<file path="src/rtl/fss_pkg.sv">
`timescale 1ns / 1ps
`default_nettype none

package fss_pkg;

  // Register indexes on the configuration port
  localparam int unsigned CFG_IDX_W = 3;
  localparam logic [CFG_IDX_W-1:0] REG_PWM_TOP        = 3'd0;
  localparam logic [CFG_IDX_W-1:0] REG_DUTY_FLOOR     = 3'd1;
  localparam logic [CFG_IDX_W-1:0] REG_PERIOD_MIN     = 3'd2;
  localparam logic [CFG_IDX_W-1:0] REG_PERIOD_MAX     = 3'd3;
  localparam logic [CFG_IDX_W-1:0] REG_PERIOD_DEFAULT = 3'd4;
  localparam logic [CFG_IDX_W-1:0] REG_ACCEL          = 3'd5;

  // Register reset values
  localparam logic [11:0] RST_PWM_TOP        = 12'd4095;
  localparam logic [11:0] RST_DUTY_FLOOR     = 12'd5;
  localparam logic [11:0] RST_PERIOD_MIN     = 12'd15;
  localparam logic [11:0] RST_PERIOD_MAX     = 12'd4000;
  localparam logic [11:0] RST_PERIOD_DEFAULT = 12'd250;
  localparam logic [7:0]  RST_ACCEL          = 8'd5;

  // Drive direction codes
  localparam logic [1:0] MODE_FWD  = 2'd0;
  localparam logic [1:0] MODE_REV  = 2'd1;
  localparam logic [1:0] MODE_STOP = 2'd2;

  // Input item kinds
  localparam logic KIND_TICK = 1'b0;
  localparam logic KIND_POLL = 1'b1;

  // Coil pattern table: enabled coils and forward coils per row
  localparam int unsigned ROWS = 20;
  localparam logic [4:0] EN_TAB [0:ROWS-1] = '{
    5'd13, 5'd5, 5'd21, 5'd20, 5'd22, 5'd18, 5'd26, 5'd10, 5'd11, 5'd9,
    5'd13, 5'd5, 5'd21, 5'd20, 5'd22, 5'd18, 5'd26, 5'd10, 5'd11, 5'd9};
  localparam logic [4:0] FW_TAB [0:ROWS-1] = '{
    5'd12, 5'd4, 5'd4, 5'd4, 5'd6, 5'd2, 5'd2, 5'd2, 5'd3, 5'd1,
    5'd1, 5'd1, 5'd17, 5'd16, 5'd16, 5'd16, 5'd24, 5'd8, 5'd8, 5'd8};

  // Configuration register file contents
  typedef struct packed {
    logic [11:0] pwm_top;
    logic [11:0] duty_floor;
    logic [11:0] period_min;
    logic [11:0] period_max;
    logic [11:0] period_default;
    logic [7:0]  accel;
  } cfg_t;

  // Operator settings as seen after an item
  typedef struct packed {
    logic [1:0]  mode;
    logic [11:0] duty;
    logic [11:0] period;
    logic        changed;
  } set_t;

endpackage

`default_nettype wire

</file>
<file path="src/rtl/five_phase_stepper_sequencer_core.sv">
`timescale 1ns / 1ps
`default_nettype none
// Five-phase stepper sequencer core.
// Input register, then result register; the settings and step registers update as an item
// leaves the input register, when the result register is empty or its item is taken.
// Throughput: one item per cycle while out_stall is low.
// in_stall follows out_stall combinationally only when both registers hold an item.
// Synchronous active-low reset: registers to defaults, step 0, forward, duty pwm_top / 2.

module five_phase_stepper_sequencer_core #(
  parameter int TABLE_STEPS = 20
) (
  input  wire logic                          clk,
  input  wire logic                          rst_n,
  input  wire logic                          in_valid,
  output logic                               in_stall,
  input  wire logic                          in_kind,
  input  wire logic [4:0]                    in_buttons,
  output logic                               out_valid,
  input  wire logic                          out_stall,
  output logic [4:0]                         out_step_index,
  output logic [4:0]                         out_coil_enable,
  output logic [7:0]                         out_port_a_bits,
  output logic [7:0]                         out_port_b_bits,
  output logic [11:0]                        out_duty_level,
  output logic [11:0]                        out_period_ms,
  output logic [1:0]                         out_direction_mode,
  output logic                               out_changed,
  input  wire logic                          cfg_valid,
  output logic                               cfg_ready,
  input  wire logic [fss_pkg::CFG_IDX_W-1:0] cfg_index,
  input  wire logic [11:0]                   cfg_data
);

  localparam logic [4:0] LAST_STEP = 5'(TABLE_STEPS - 1);
  localparam logic [5:0] STEP_WRAP = 6'(TABLE_STEPS);

  fss_pkg::cfg_t cfg;
  fss_pkg::set_t set_nxt;

  logic       s1_valid_r;
  logic       s1_kind_r;
  logic [4:0] s1_buttons_r;
  logic       advance, fire;
  logic [4:0] step_pos_r;
  logic [5:0] step_inc;
  logic [4:0] step_nxt;
  logic [4:0] pat_en;
  logic [7:0] pat_a, pat_b;

  logic        out_valid_r;
  logic [4:0]  step_index_r, coil_enable_r;
  logic [7:0]  port_a_r, port_b_r;
  logic [11:0] duty_r, period_r;
  logic [1:0]  mode_r;
  logic        changed_r;

  fss_cfg_regs u_cfg (
    .clk       (clk),
    .rst_n     (rst_n),
    .cfg_valid (cfg_valid),
    .cfg_ready (cfg_ready),
    .cfg_index (cfg_index),
    .cfg_data  (cfg_data),
    .cfg       (cfg)
  );

  fss_panel u_panel (
    .clk     (clk),
    .rst_n   (rst_n),
    .cfg     (cfg),
    .fire    (fire),
    .kind    (s1_kind_r),
    .buttons (s1_buttons_r),
    .set_nxt (set_nxt)
  );

  fss_pattern u_pattern (
    .step        (step_pos_r),
    .coil_enable (pat_en),
    .port_a_bits (pat_a),
    .port_b_bits (pat_b)
  );

  // Pipeline flow: result register frees up when empty or taken
  assign advance  = !out_valid_r || !out_stall;
  assign fire     = s1_valid_r && advance;
  assign in_stall = s1_valid_r && !advance;

  // Input register
  always_ff @(posedge clk) begin
    if (!rst_n) begin
      s1_valid_r <= 1'b0;
    end else if (!in_stall) begin
      s1_valid_r <= in_valid;
    end
  end

  always_ff @(posedge clk) begin
    if (in_valid && !in_stall) begin
      s1_kind_r    <= in_kind;
      s1_buttons_r <= in_buttons;
    end
  end

  // Step advance on a tick, held while stopped
  assign step_inc = {1'b0, step_pos_r} + 6'd1;

  always_comb begin
    step_nxt = step_pos_r;
    if (s1_kind_r == fss_pkg::KIND_TICK) begin
      if (set_nxt.mode == fss_pkg::MODE_FWD) begin
        step_nxt = (step_inc >= STEP_WRAP) ? 5'd0 : step_inc[4:0];
      end else if (set_nxt.mode == fss_pkg::MODE_REV) begin
        step_nxt = (step_pos_r == 5'd0) ? LAST_STEP : step_pos_r - 5'd1;
      end
    end
  end

  always_ff @(posedge clk) begin
    if (!rst_n) begin
      step_pos_r <= '0;
    end else if (fire) begin
      step_pos_r <= step_nxt;
    end
  end

  // Result register
  always_ff @(posedge clk) begin
    if (!rst_n) begin
      out_valid_r <= 1'b0;
    end else if (advance) begin
      out_valid_r <= s1_valid_r;
    end
  end

  always_ff @(posedge clk) begin
    if (fire) begin
      step_index_r  <= step_pos_r;
      coil_enable_r <= pat_en;
      port_a_r      <= pat_a;
      port_b_r      <= pat_b;
      duty_r        <= set_nxt.duty;
      period_r      <= set_nxt.period;
      mode_r        <= set_nxt.mode;
      changed_r     <= set_nxt.changed;
    end
  end

  assign out_valid          = out_valid_r;
  assign out_step_index     = step_index_r;
  assign out_coil_enable    = coil_enable_r;
  assign out_port_a_bits    = port_a_r;
  assign out_port_b_bits    = port_b_r;
  assign out_duty_level     = duty_r;
  assign out_period_ms      = period_r;
  assign out_direction_mode = mode_r;
  assign out_changed        = changed_r;

endmodule

`default_nettype wire

</file>
<file path="src/rtl/fss_cfg_regs.sv">
`timescale 1ns / 1ps
`default_nettype none

module fss_cfg_regs (
  input  wire logic                          clk,
  input  wire logic                          rst_n,
  input  wire logic                          cfg_valid,
  output logic                               cfg_ready,
  input  wire logic [fss_pkg::CFG_IDX_W-1:0] cfg_index,
  input  wire logic [11:0]                   cfg_data,
  output fss_pkg::cfg_t                      cfg
);

  fss_pkg::cfg_t cfg_r;

  // Writes are taken in any cycle
  assign cfg_ready = 1'b1;

  // Register file, indexes outside the list are dropped
  always_ff @(posedge clk) begin
    if (!rst_n) begin
      cfg_r.pwm_top        <= fss_pkg::RST_PWM_TOP;
      cfg_r.duty_floor     <= fss_pkg::RST_DUTY_FLOOR;
      cfg_r.period_min     <= fss_pkg::RST_PERIOD_MIN;
      cfg_r.period_max     <= fss_pkg::RST_PERIOD_MAX;
      cfg_r.period_default <= fss_pkg::RST_PERIOD_DEFAULT;
      cfg_r.accel          <= fss_pkg::RST_ACCEL;
    end else if (cfg_valid) begin
      unique case (cfg_index)
        fss_pkg::REG_PWM_TOP:        cfg_r.pwm_top        <= cfg_data;
        fss_pkg::REG_DUTY_FLOOR:     cfg_r.duty_floor     <= cfg_data;
        fss_pkg::REG_PERIOD_MIN:     cfg_r.period_min     <= cfg_data;
        fss_pkg::REG_PERIOD_MAX:     cfg_r.period_max     <= cfg_data;
        fss_pkg::REG_PERIOD_DEFAULT: cfg_r.period_default <= cfg_data;
        fss_pkg::REG_ACCEL:          cfg_r.accel          <= cfg_data[7:0];
        default: ;
      endcase
    end
  end

  assign cfg = cfg_r;

endmodule

`default_nettype wire

</file>
<file path="src/rtl/fss_pattern.sv">
`timescale 1ns / 1ps
`default_nettype none

module fss_pattern (
  input  wire logic [4:0] step,
  output logic [4:0]      coil_enable,
  output logic [7:0]      port_a_bits,
  output logic [7:0]      port_b_bits
);

  logic [4:0] row;
  logic [4:0] fw;

  // Steps past the table wrap back by one table length
  assign row = (step >= 5'(fss_pkg::ROWS)) ? step - 5'(fss_pkg::ROWS) : step;

  assign coil_enable = fss_pkg::EN_TAB[row];
  assign fw          = fss_pkg::FW_TAB[row];

  // Coils one to three on port A bits 5..7, coils four and five on port B bits 0..1
  assign port_a_bits = {fw[2:0], 5'b0};
  assign port_b_bits = {6'b0, fw[4:3]};

endmodule

`default_nettype wire

</file>
<file path="src/rtl/fss_panel.sv">
`timescale 1ns / 1ps
`default_nettype none

module fss_panel (
  input  wire logic          clk,
  input  wire logic          rst_n,
  input  wire fss_pkg::cfg_t cfg,
  input  wire logic          fire,
  input  wire logic          kind,
  input  wire logic [4:0]    buttons,
  output fss_pkg::set_t      set_nxt
);

  logic [1:0]  mode_r;
  logic [11:0] duty_r;
  logic [11:0] period_r;
  logic [11:0] adj_r;
  logic        changed_r;
  logic [11:0] adj_nxt;

  logic        b_p_up, b_p_dn, b_rst, b_d_up, b_d_dn;
  logic [12:0] p_sum, p_dif, d_sum, d_dif, grow;
  logic [11:0] p_up_val, p_dn_val, d_up_val, d_dn_val, grow_val;
  logic [1:0]  mode_step;

  // Active-low buttons
  assign b_p_up = !buttons[0];
  assign b_d_dn = !buttons[1];
  assign b_p_dn = !buttons[2];
  assign b_rst  = !buttons[3];
  assign b_d_up = !buttons[4];

  // Adjusted values with their clamps
  assign p_sum = {1'b0, period_r} + {1'b0, adj_r};
  assign p_dif = {1'b0, period_r} - {1'b0, adj_r};
  assign d_sum = {1'b0, duty_r} + {1'b0, adj_r};
  assign d_dif = {1'b0, duty_r} - {1'b0, adj_r};

  assign p_up_val = (p_sum > {1'b0, cfg.period_max}) ? cfg.period_max : p_sum[11:0];
  assign p_dn_val = (p_dif[12] || p_dif[11:0] < cfg.period_min) ? cfg.period_min
                                                                 : p_dif[11:0];
  assign d_up_val = (d_sum >= {1'b0, cfg.pwm_top}) ? cfg.pwm_top : d_sum[11:0];
  assign d_dn_val = (d_dif[12] || d_dif[11:0] < cfg.duty_floor) ? cfg.duty_floor
                                                                 : d_dif[11:0];

  // Accelerating increment, saturated at full scale
  assign grow     = {1'b0, adj_r} + {5'b0, cfg.accel};
  assign grow_val = grow[12] ? 12'hFFF : grow[11:0];

  // Mode sequence on the reset button: forward, reverse, stop
  always_comb begin
    unique case (mode_r)
      fss_pkg::MODE_FWD: mode_step = fss_pkg::MODE_REV;
      fss_pkg::MODE_REV: mode_step = fss_pkg::MODE_STOP;
      default:           mode_step = fss_pkg::MODE_FWD;
    endcase
  end

  // Button priority: period up, period down, reset, duty up, duty down
  always_comb begin
    set_nxt.mode    = mode_r;
    set_nxt.duty    = duty_r;
    set_nxt.period  = period_r;
    set_nxt.changed = changed_r;
    adj_nxt         = adj_r;
    if (kind == fss_pkg::KIND_POLL) begin
      set_nxt.changed = 1'b1;
      if (b_p_up) begin
        set_nxt.period = p_up_val;
        adj_nxt        = grow_val;
      end else if (b_p_dn) begin
        set_nxt.period = p_dn_val;
        adj_nxt        = grow_val;
      end else if (b_rst) begin
        set_nxt.period = cfg.period_default;
        set_nxt.duty   = cfg.pwm_top >> 1;
        set_nxt.mode   = mode_step;
        adj_nxt        = {3'b0, cfg.accel, 1'b0};
      end else if (b_d_up) begin
        set_nxt.duty = d_up_val;
        adj_nxt      = grow_val;
      end else if (b_d_dn) begin
        set_nxt.duty = d_dn_val;
        adj_nxt      = grow_val;
      end else begin
        set_nxt.changed = 1'b0;
        adj_nxt         = {4'b0, cfg.accel};
      end
    end
  end

  // Settings state, updated once per item
  always_ff @(posedge clk) begin
    if (!rst_n) begin
      mode_r    <= fss_pkg::MODE_FWD;
      duty_r    <= fss_pkg::RST_PWM_TOP >> 1;
      period_r  <= fss_pkg::RST_PERIOD_DEFAULT;
      adj_r     <= '0;
      changed_r <= 1'b0;
    end else if (fire) begin
      mode_r    <= set_nxt.mode;
      duty_r    <= set_nxt.duty;
      period_r  <= set_nxt.period;
      adj_r     <= adj_nxt;
      changed_r <= set_nxt.changed;
    end
  end

endmodule

`default_nettype wire

</file>
<file path="config.mk">
export PLATFORM = sky130hd
export DESIGN_NAME = five_phase_stepper_sequencer_core
export DESIGN_NICKNAME = d
export VERILOG_FILES = /design/src/rtl/fss_pkg.sv /design/src/rtl/five_phase_stepper_sequencer_core.sv /design/src/rtl/fss_cfg_regs.sv /design/src/rtl/fss_pattern.sv /design/src/rtl/fss_panel.sv
export SDC_FILE = /design/constraint.sdc
export NUM_CORES = 1
export LEC_CHECK = 0
export BUFFER_PORTS_ARGS = -buffer_cell sky130_fd_sc_hd__buf_2
export CORE_MARGIN = 1.5
export CORE_UTILIZATION = 54
export DETAILED_ROUTE_END_ITERATION = 8
export GPL_ROUTABILITY_DRIVEN = 0
export GPL_TIMING_DRIVEN = 0
export PLACE_DENSITY_LB_ADDON = 0.3
export REMOVE_ABC_BUFFERS = 1
export SLEW_MARGIN = 20
export SYNTH_ARGS = -nofsm -noshare
export SYNTH_HDL_FRONTEND = slang
export SYNTH_SLANG_ARGS = --single-unit
</file>
<file path="constraint.sdc">
create_clock -name clk -period 5.9 [get_ports clk]
set_input_delay 0.885 -clock clk [delete_from_list [all_inputs] [get_ports clk]]
set_output_delay 0.885 -clock clk [all_outputs]
set_load 0.005 [all_outputs]
</file>
# ---- Word-level counts from Yosys, hierarchy flattened
# Memories as Yosys holds them, arrays and structs flattened. A register that Yosys moved wholly into a read port is not among the register bits.
# Cells that the tools add are included.
dict set report classes {
  addsub 8
  mul 0
  div 0
  magnitude_cmp 6
  eq_ne 7
  n_shift 0
  muxes 31
  n_bitwise 2
  reduce_logical 23
}
# op count
set ops {}
lappend ops {{2-to-1 mux 12 bit} 16}
lappend ops {{2-to-1 mux 14 bit} 2}
lappend ops {{2-to-1 mux 27 bit} 1}
lappend ops {{adder 12 x 12 -> 13 bit} 2}
lappend ops {{subtractor 12 x 12 -> 13 bit} 2}
lappend ops {{2-to-1 mux 5 bit} 5}
lappend ops {{less-than comparator 12 bit} 2}
lappend ops {{AND reduction 2 bit} 7}
lappend ops {{adder 12 x 8 -> 13 bit} 1}
lappend ops {{>= comparator 13 x 12 -> 1 bit} 1}
lappend ops {{greater-than comparator 13 x 12 -> 1 bit} 1}
lappend ops {{adder 5 x 1 -> 6 bit (second input constant)} 1}
lappend ops {{equality test 3 x 2 -> 1 bit (second input constant)} 2}
lappend ops {{equality test 3 bit (second input constant)} 2}
lappend ops {{>= comparator 6 x 5 -> 1 bit (second input constant)} 1}
lappend ops {{NOT 5 -> 6 bit} 1}
lappend ops {{>= comparator 5 bit (second input constant)} 1}
lappend ops {{zero test 5 bit} 1}
lappend ops {{2-to-1 mux 1 bit} 5}
lappend ops {{subtractor 5 x 1 -> 5 bit (second input constant)} 1}
lappend ops {{subtractor 5 bit (second input constant)} 1}
lappend ops {{equality test 2 x 1 -> 1 bit (second input constant)} 2}
lappend ops {{zero test 1 bit} 4}
lappend ops {{zero test 2 bit} 2}
lappend ops {{other kinds (9)} 13}
dict set report totals {
  regBits 152
  latch_bits 0
  mem_bits_rw 0
  mem_bits_ro 320
  in_bits 26
  out_inout_bits 56
  elab_cells 100
  n_memories 2
}
# memory words word_bits rd rd_clocked_by_memory_dff wr line
set mem_list {}
lappend mem_list {{(name not given)} 32 5 1 1 0 fss_pattern.sv:18} ;# assign fw = fss_pkg::FW_TAB[row];
lappend mem_list {{(name not given)} 32 5 1 1 0 fss_pattern.sv:17} ;# assign coil_enable = fss_pkg::EN_TAB[row];

# ---- Longest topological paths before layout
# Gate-level depths: netlist (run 1).
dict set report logic_depth {
  ltp_word 13
  ltp_mapped 21
  ltp_nobuf 19
}

# ---- Modules after synthesis
# A second synthesis (run 1) with hierarchy kept.
dict set report hier_totals {
  hier_cells 1392
  hier_area_um2 12425.7
}
# mod n_inst cells_each area_each_um2 seq_area_each_um2
set by_module_without_submodules {}
lappend by_module_without_submodules {fss_panel 1 916 6846.6 780.7}
lappend by_module_without_submodules {fss_cfg_regs 1 257 2681.3 1361.3}
lappend by_module_without_submodules {five_phase_stepper_sequencer_core 1 133 2316.0 1911.8}
lappend by_module_without_submodules {fss_pattern 1 86 581.8 0.0}

# ---- Worst setup path before layout (run 1)
# OpenSTA, ideal clock, no wires.
dict set report synth_timing {
  kind {register -> register}
  start {reg u_panel.adj_r[1]}
  end {reg duty_r[6] (netlist: out_duty_level[6]), data pin}
  setup_time_ns 0.268
  arrival_ns 4.097
  required_ns 5.632
  path_slack_ns 1.535
  path_stages_with_launch 17
  n_path_buf 0
  synth_period_minus_slack_ns 4.365
  cell_sequence {dfxtp_1 -> inv_1 -> ha_1 -> nand2b_1 -> a221oi_1 -> or4_1 -> a311o_1 -> xnor2_1 -> ha_1 -> o21a_1 -> o21ai_0 -> o221a_2 -> o21ai_0 -> nor2_4 -> mux2_4 -> a221oi_2 -> o31ai_1}
}
# element line
set synth_rtl {}
lappend synth_rtl {{from (decl)} fss_panel.sv:17} ;# logic [11:0] adj_r;
lappend synth_rtl {{from (signal assigned)} fss_panel.sv:104} ;# adj_r <= adj_nxt;
lappend synth_rtl {{to (signal assigned)} five_phase_stepper_sequencer_core.sv:143} ;# duty_r <= set_nxt.duty;
lappend synth_rtl {{to (decl)} five_phase_stepper_sequencer_core.sv:54} ;# logic [11:0] duty_r, period_r;

==> impl_metrics.toml, run 1 <==
[die]
ioPinCount = 82
core-area_um2 = 21200
floorplan.die_area_um2 = 22600
placementRows = 53
floorplan_die_width_um = 150
dieHeight_um = 150
floorplan.initialDensity = 0.553

[synthesis]
top_area_cell_type_share_of_the_netlist_area = 0.195
ys_dominant_reg_cell = "dfxtp_1"
post_synthesis_cell_area_um2 = 11700
syn-mean-instance-area_um2 = 8.20
netlist_top_cells_area = "dfxtp_1 20%, edfxtp_1 12%, ha_1 11%, nand2_1 6.3%, a21oi_1 5.3%"
synth_seq_area_share = 0.318
synth_largest_area_cell = "dfxtp_1"
share_of_async_settable_or_async_resettable_flops_after_synthesis = 0
count_of_synthesis_stage_warnings_from_yosys = 0
synth_seq_cells = 162
synthesis.instances = 1427
synth-edff-count = 48
netlist-cell-type-count = 86

[setup_path]
worst_ep_required_time_ns = 6.07
critical_path.max_stage_delay_ns = 0.47
critical_path_peak_fanout = 8
critical_path.endpoint_type = "flop"
worst-setup-path-type = "flop to flop"
worst_path_cell_with_the_longest_stage_delay = "dfxtp_2"
slack_of_the_worst_reg_to_reg_path_ns = 0.38
timing.critical_path.cells = "inv_1 > ha_1 > nand2b_1 > a221oi_1 > o41ai_2 > o21ai_1 > a21oi_1 > nor2_1 > nor2_1 > xnor2_1 > ha_1 > a211oi_1 > nand2_1 > a21o_1 > o21ai_0 > o211ai_1 > buf_4 > buf_4 > mux2i_1 > a221oi_1 > a21oi_1"
crit_arrival_ns = 5.69
reg2regPathDepth = 21
cp-start-kind = "flop"

[sta]
finalHoldWorstSlack_ns = 0.457
finClkSkew_ns = 0.0113
drv_slew = 0
fin_tns_setup_ns = 0
finalHoldViolations = 0
min_period_over_period = 0.936
final-setup-viol-count = 0
timing_worst_slew_pin_value_ns = 1.08
clock.fmax_mhz = 181
timing.max_slew.rel_slack = 0.279
rsz0062_at_grt = "no"
period_minus_slack_ns = 5.52

[global_route]
grt_antenna_before_repair = 0
grt_first_pass_wirelength_um = 52600
grt_pass1_vias = 9941
global_route_usage_over_all_layers = 0.300
grt_start_max_net_pins = 59
grt_overflow_total = 0

[min_path]
holdPathStages = 2
hold_path.class = "flop to flop"

[routing]
drt.antenna.violating_nets = 0
drt_first_pass_iters = 6
detailedRoute.firstIterationViolations = 1098
routed_wl_um = 33200
drcViolationCount = 0
post_drt_wl_per_cell_um = 19.1
vias_per_cell = 6.22
vias = 10813

[placement]
place.port_buffers = 69
dpl_cell_area_um2 = 12200
post-dp-hpwl_um = 23800

[run_status]
outcome = "complete, no violations"

[clock_network]
clkTransAtPathRegs_ns = 0.07
clkLatencyLatePin_ns = 0.44
cts_max_level = 4
cts_tree = "yes"
cts-root-to-sink-buffers = 2
cts_hold_repair.buffers = 0
cts_inserted_buffers = 17
cts.root.buffer_cell = "clkbuf_16"
clock_sinks = 162

[power_and_ir_drop]
p_per_area_nw_per_um2 = 248
cellLeakagePower_uw = 0.00516
worst_vdd_ir_v = 0.000155

[finish]
final_net_count = 1589
area_growth_syn_to_layout_pct = 9.77
fin_area_um2 = 12800
n_antenna_cell = 0
final_layout_size_suffix_gt1_frac = 0.105

[flow_run]
max_cap_viol = 0
[per-stage QoR]
step           std cells  worst slack, ns   util  power (µW)
2_1_floorplan       1352             1.27      -        1740
3_3_place_gp        1696          -0.0900  0.569        1920
3_5_place_dp        1706            0.149  0.576        1940
4_1_cts             1738           0.0976  0.606        3170
5_1_grt             1739            0.114  0.607        3300
6_report            1739            0.376  0.607        3180
[cells in the mapped netlist, drive strengths merged (6+ instances only)]
master / count
mux2: 14
nor3: 34
o21a: 19
edfxtp: 48
inv: 98
o22ai: 8
xor2: 10
nand2: 197
xnor2: 31
buf: 29
o21bai: 6
dfxtp: 114
o211ai: 45
or3: 8
clkbuf: 56
nand3: 31
ha: 107
nand2b: 16
a211oi: 14
o2111ai: 8
and3: 12
a31oi: 21
nor2: 112
or2: 6
a221oi: 14
nor2b: 27
a21oi: 124
o41ai: 6
mux2i: 32
o21ai: 64
o31ai: 10
a21o: 15
[worst max-delay path, delay by kind of cell (launching register included)]
family / cells / cell delay, ns
muxes: 1 / 0.13
DFF: 1 / 0.47
xor gates and xnor gates: 1 / 0.13
AOI/OAI and AO/OA: 10 / 2.78
and+or+nand+nor: 4 / 0.46
adders and majority gates: 2 / 0.64
buffers and inverters: 3 / 0.64
[cells by family (layout without fill, tap and decap cells)]
family | after synthesis | in the layout | share of synthesized area
flip-flops | 162 | 162 | 0.318
multiplexers | 46 | 46 | 0.0412
buffers and inverters | 185 | 212 | 0.0660
AO/OA/AOI/OAI | 417 | 417 | 0.243
XOR/XNOR | 41 | 41 | 0.0307
adder cells (fa/ha/maj) | 112 | 112 | 0.123
other | 2 | 12 | 0.000642
AND/OR/NAND/NOR | 462 | 462 | 0.178
[flip-flops by register name, indices dropped and copies added (netlist names), 5 cells and up]
name / cells
u_panel.duty_r: 12
out_coil_enable: 5
step_pos_r: 5
out_period_ms: 12
out_step_index: 5
u_cfg.cfg: 68
s1_buttons_r: 5
u_panel.period_r: 12
u_panel.adj_r: 12
out_duty_level: 12
[placed cells by master (no fill, tap or decap), types with 32 or more instances in the layout]
cell type and instances:
nor3_1 32, o211ai_1 45, nor2_1 107, buf_2 68, o21ai_0 63, nand2_1 197
a21oi_1 124, dfxtp_1 113, ha_1 107, inv_1 97, mux2i_1 32, edfxtp_1 48
[timing repair]
action / CTS / global route
buffers inserted: 0 / 0
endpoints found under the setup margin: 0 / 17
gates resized for setup: 0 / 3
[final timing paths]
| kind | endpoint | start |
|---|---|---|
| hold reg to reg | u_cfg.cfg[19]$_SDFFE_PN0P_ | u_cfg.cfg[19]$_SDFFE_PN0P_ |
| hold / removal | u_cfg.cfg[19]$_SDFFE_PN0P_ | u_cfg.cfg[19]$_SDFFE_PN0P_ |
| setup / recovery | out_period_ms[0]$_DFFE_PP_ | u_panel.adj_r[1]$_SDFFE_PN0P_ |
| setup reg to reg | out_period_ms[0]$_DFFE_PP_ | u_panel.adj_r[1]$_SDFFE_PN0P_ |
[area by class of cell]
type,count,area [µm²]
Multi-Input combinational cell,1090,7270
Tap cell,275,344
Fill cell,1894,8310
Timing Repair Buffer,80,485
Clock buffer,21,472
Clock inverter,11,173
Sequential cell,162,3720
Inverter,100,377
[report_power, final]
part           leakage (µW)  total [µW]  switching [µW]  internal (µW)
combinational       0.00349         716             434            282
clock              0.000314        1240             488            749
sequential          0.00135        1230            42.3           1190
[per-layer routing]
metal | routed length (µm) | up-vias | track usage
li1 | - | 5173 | -
met4 | 1130 | 0 | 0.119
met1 | 15100 | 5056 | 0.420
met2 | 14500 | 495 | 0.466
met3 | 2470 | 89 | 0.0394
met5 | 0 | - | 0
No activity file was read; power rests on OpenSTA's default activity.
==> run 2, diff against run 1 <==
--- a/config.mk
+++ b/config.mk
@@ -11,9 +11,11 @@
 export DETAILED_ROUTE_END_ITERATION = 8
 export GPL_ROUTABILITY_DRIVEN = 0
 export GPL_TIMING_DRIVEN = 0
-export PLACE_DENSITY_LB_ADDON = 0.3
+export PLACE_DENSITY = 0.76
 export REMOVE_ABC_BUFFERS = 1
+export SETUP_SLACK_MARGIN = 0.1
 export SLEW_MARGIN = 20
 export SYNTH_ARGS = -nofsm -noshare
 export SYNTH_HDL_FRONTEND = slang
+export SYNTH_HIERARCHICAL = 1
 export SYNTH_SLANG_ARGS = --single-unit
==> run 2 against run 1 <==
Effect of this change:
- cell count fell by 1.2%
- sequential cell count rose by 11
- global-route usage fell by 1.9 points
- sequential power rose by 8%
- critical path type unchanged
- critical endpoint is now out_period_ms[11]$_DFFE_PP_
- largest cell class unchanged
- highest routed layer unchanged
==> impl_metrics.toml, run 2 <==
[run_status]
outcome = "complete, no violations"

[synthesis]
top_area_cell_type_share_of_the_netlist_area = 0.184
syn-mean-instance-area_um2 = 8.93
synth_seq_cells = 173
synth_most_common_cell = "dfxtp_1"
synth_largest_area_cell = "dfxtp_1"
post_synthesis_cell_area_um2 = 12400
count_of_synthesis_stage_warnings_from_yosys = 6
ys_dominant_reg_cell = "dfxtp_1"
synth_seq_area_share = 0.326
netlist-cell-type-count = 100
share_of_async_settable_or_async_resettable_flops_after_synthesis = 0
synthesis.instances = 1392
synth-edff-count = 59
synth_commonest_cells = "114 x dfxtp_1, 110 x nand2_1, 106 x ha_1, 99 x mux2i_1, 96 x nor2_1"
netlist_top_cells_area = "dfxtp_1 18%, edfxtp_1 14%, ha_1 11%, mux2i_1 8.0%, a21oi_1 3.4%"

[clock_network]
clock_sinks = 173
cts_max_level = 4
clkLatencyLatePin_ns = 0.44
cts_tree = "yes"
cts_inserted_buffers = 17
cts-root-to-sink-buffers = 2
clkTransAtPathRegs_ns = 0.07
cts.root.buffer_cell = "clkbuf_16"

[finish]
largest_register_ffs = 68
area_growth_syn_to_layout_pct = 9.23
n_antenna_cell = 0
layout_commonest_cell = "dfxtp_1"
final_layout_size_suffix_gt1_frac = 0.114
layout_common_cells = "114 x dfxtp_1, 110 x nand2_1, 106 x ha_1"
final_net_count = 1558

[power_and_ir_drop]
pwr-share-comb = 0.229
share_seq_of_total_power = 0.406
power_switching_uw = 1030
cellLeakagePower_uw = 0.00561
clock_power_share = 0.364
finalPower_uw = 3270
netSwitchingFraction = 0.314
worst_vdd_ir_v = 0.000169
internal_power_uw = 2240
p_per_area_nw_per_um2 = 241

[placement]
pre_cts_ws_ns = 0.468
post-dp-hpwl_um = 24300
place.port_buffers = 80

[die]
placementRows = 55
core-area_um2 = 22600
dieHeight_um = 155
floorplan.die_area_um2 = 23900
floorplan.initialDensity = 0.549
ioPinCount = 82
floorplan_die_width_um = 155

[global_route]
grt_first_pass_wirelength_um = 52900
grt_overflow_total = 0
grt_pass1_vias = 10202
global_route_usage_over_all_layers = 0.280
grt_antenna_before_repair = 0
grt_start_max_net_pins = 78

[routing]
vias = 10596
drcViolationCount = 0
drt_first_pass_iters = 5
detailedRoute.firstIterationViolations = 1098
vias_per_cell = 6.16
routed_wl_um = 33200
post_drt_wl_per_cell_um = 19.3
drt.antenna.violating_nets = 0

[sta]
fin_tns_setup_ns = 0
period_minus_slack_ns = 5.40
timing.max_slew.rel_slack = 0.239
timing.final.ws_setup_ns = 0.495
drv_slew = 0
finClkSkew_ns = 0.0101
rsz0062_at_grt = "no"
final-setup-viol-count = 0
timing_worst_slew_pin_value_ns = 1.14
min_period_over_period = 0.916
clock.fmax_mhz = 185
finalHoldViolations = 0

[setup_path]
worst-setup-path-type = "flop to flop"
critical_path_peak_fanout = 13
cp-start-kind = "flop"
critical_path.endpoint_type = "flop"
crit_arrival_ns = 5.54
worst_ep_required_time_ns = 6.04

[flow_run]
max_cap_viol = 0

[min_path]
hold_path.class = "flop to flop"
-- run 2: cell types whose count changed after synthesis, sizes merged, moves of 18 or more --
| cell | delta |
|---|---|
| nand3 | -18 |
| mux2i | +67 |
| o211ai | -30 |
| nor2b | +30 |
| nand2 | -87 |
| a21oi | -39 |
-- run 2: final cells by class --
type / instances / area, µm²
Fill cell: 1935 / 9070
Multi-Input combinational cell: 1042 / 7600
Sequential cell: 173 / 4050
Timing Repair Buffer: 87 / 563
Clock buffer: 17 / 425
Inverter: 100 / 375
Tap cell: 285 / 357
Clock inverter: 15 / 196
-- run 2: cells by family (layout without fill, tap and decap cells) --
logic type,count (synthesis),count (layout),synth area share
buffers and inverters,187,219,0.0665
multiplexers,115,115,0.0943
AO/OA/AOI/OAI,377,377,0.211
flip-flops,173,173,0.326
other,2,12,0.000604
AND/OR/NAND/NOR,384,384,0.157
adder cells (fa/ha/maj),111,111,0.115
XOR/XNOR,43,43,0.0303
-- run 2: power groups by stage --
stage | sequential [µW] | clock (µW) | combinational [µW]
after floorplan | 1340 | 0 | 522
after global placement | 1360 | 0 | 687
after detailed placement | 1360 | 0 | 727
after CTS | 1330 | 1210 | 735
after global routing | 1330 | 1260 | 823
final | 1330 | 1190 | 749
-- run 2: per-stage QoR --
stage	utilization	hold slack [ns]	cells	cell area [µm²]
5_1_grt	0.600	0.484	1719	13600
6_report	0.600	0.469	1719	13600
3_5_place_dp	0.571	0.457	1686	12900
4_1_cts	0.599	0.469	1718	13600
3_3_place_gp	0.564	0.446	1680	12800
2_1_floorplan	-	0.436	1315	12000
-- run 2: critical path: stages (launching register included) --
cell and delay (ns):
dfxtp_1 0.63, inv_1 0.28, ha_1 0.37, nor2b_1 0.06, o311ai_0 0.63, a211oi_1 0.28, o221ai_1 0.33, nand2_1 0.11
xnor2_1 0.13, ha_1 0.30, nand3_1 0.13, or4_1 0.55, o22ai_1 0.33, nor3_4 0.10, buf_12 0.17, o221a_2 0.26
nor3_1 0.31, a21oi_1 0.13
-- run 2: path summary, 6_finish.rpt --
| kind | from | endpoint | depth (start not counted) | slack, ns |
|---|---|---|---|---|
| max | u_panel/adj_r[1]$_SDFFE_PN0P_ | out_period_ms[11]$_DFFE_PP_ | 17 | 0.50 |
| min | u_cfg/cfg[8]$_SDFFE_PN0P_ | u_cfg/cfg[8]$_SDFFE_PN0P_ | 2 | 0.47 |
| min reg2reg | u_cfg/cfg[8]$_SDFFE_PN0P_ | u_cfg/cfg[8]$_SDFFE_PN0P_ | 2 | 0.47 |
| max reg2reg | u_panel/adj_r[1]$_SDFFE_PN0P_ | out_period_ms[11]$_DFFE_PP_ | 17 | 0.50 |
-- run 2: timing repair --
item                                   in CTS  in global routing
gates resized for setup                     0                  0
setup buffers                               0                  1
hold buffers                                0                  0
endpoints found under the hold margin       0                  0
setup endpoints to repair                   0                 12
-- run 2: metal layers --
metal | global-route usage | wire (µm) | part of all wire
met1 | 0.371 | 14200 | 0.43
met5 | 0 | 0 | 0
met3 | 0.0504 | 2640 | 0.079
met2 | 0.452 | 15200 | 0.46
met4 | 0.118 | 1160 | 0.035
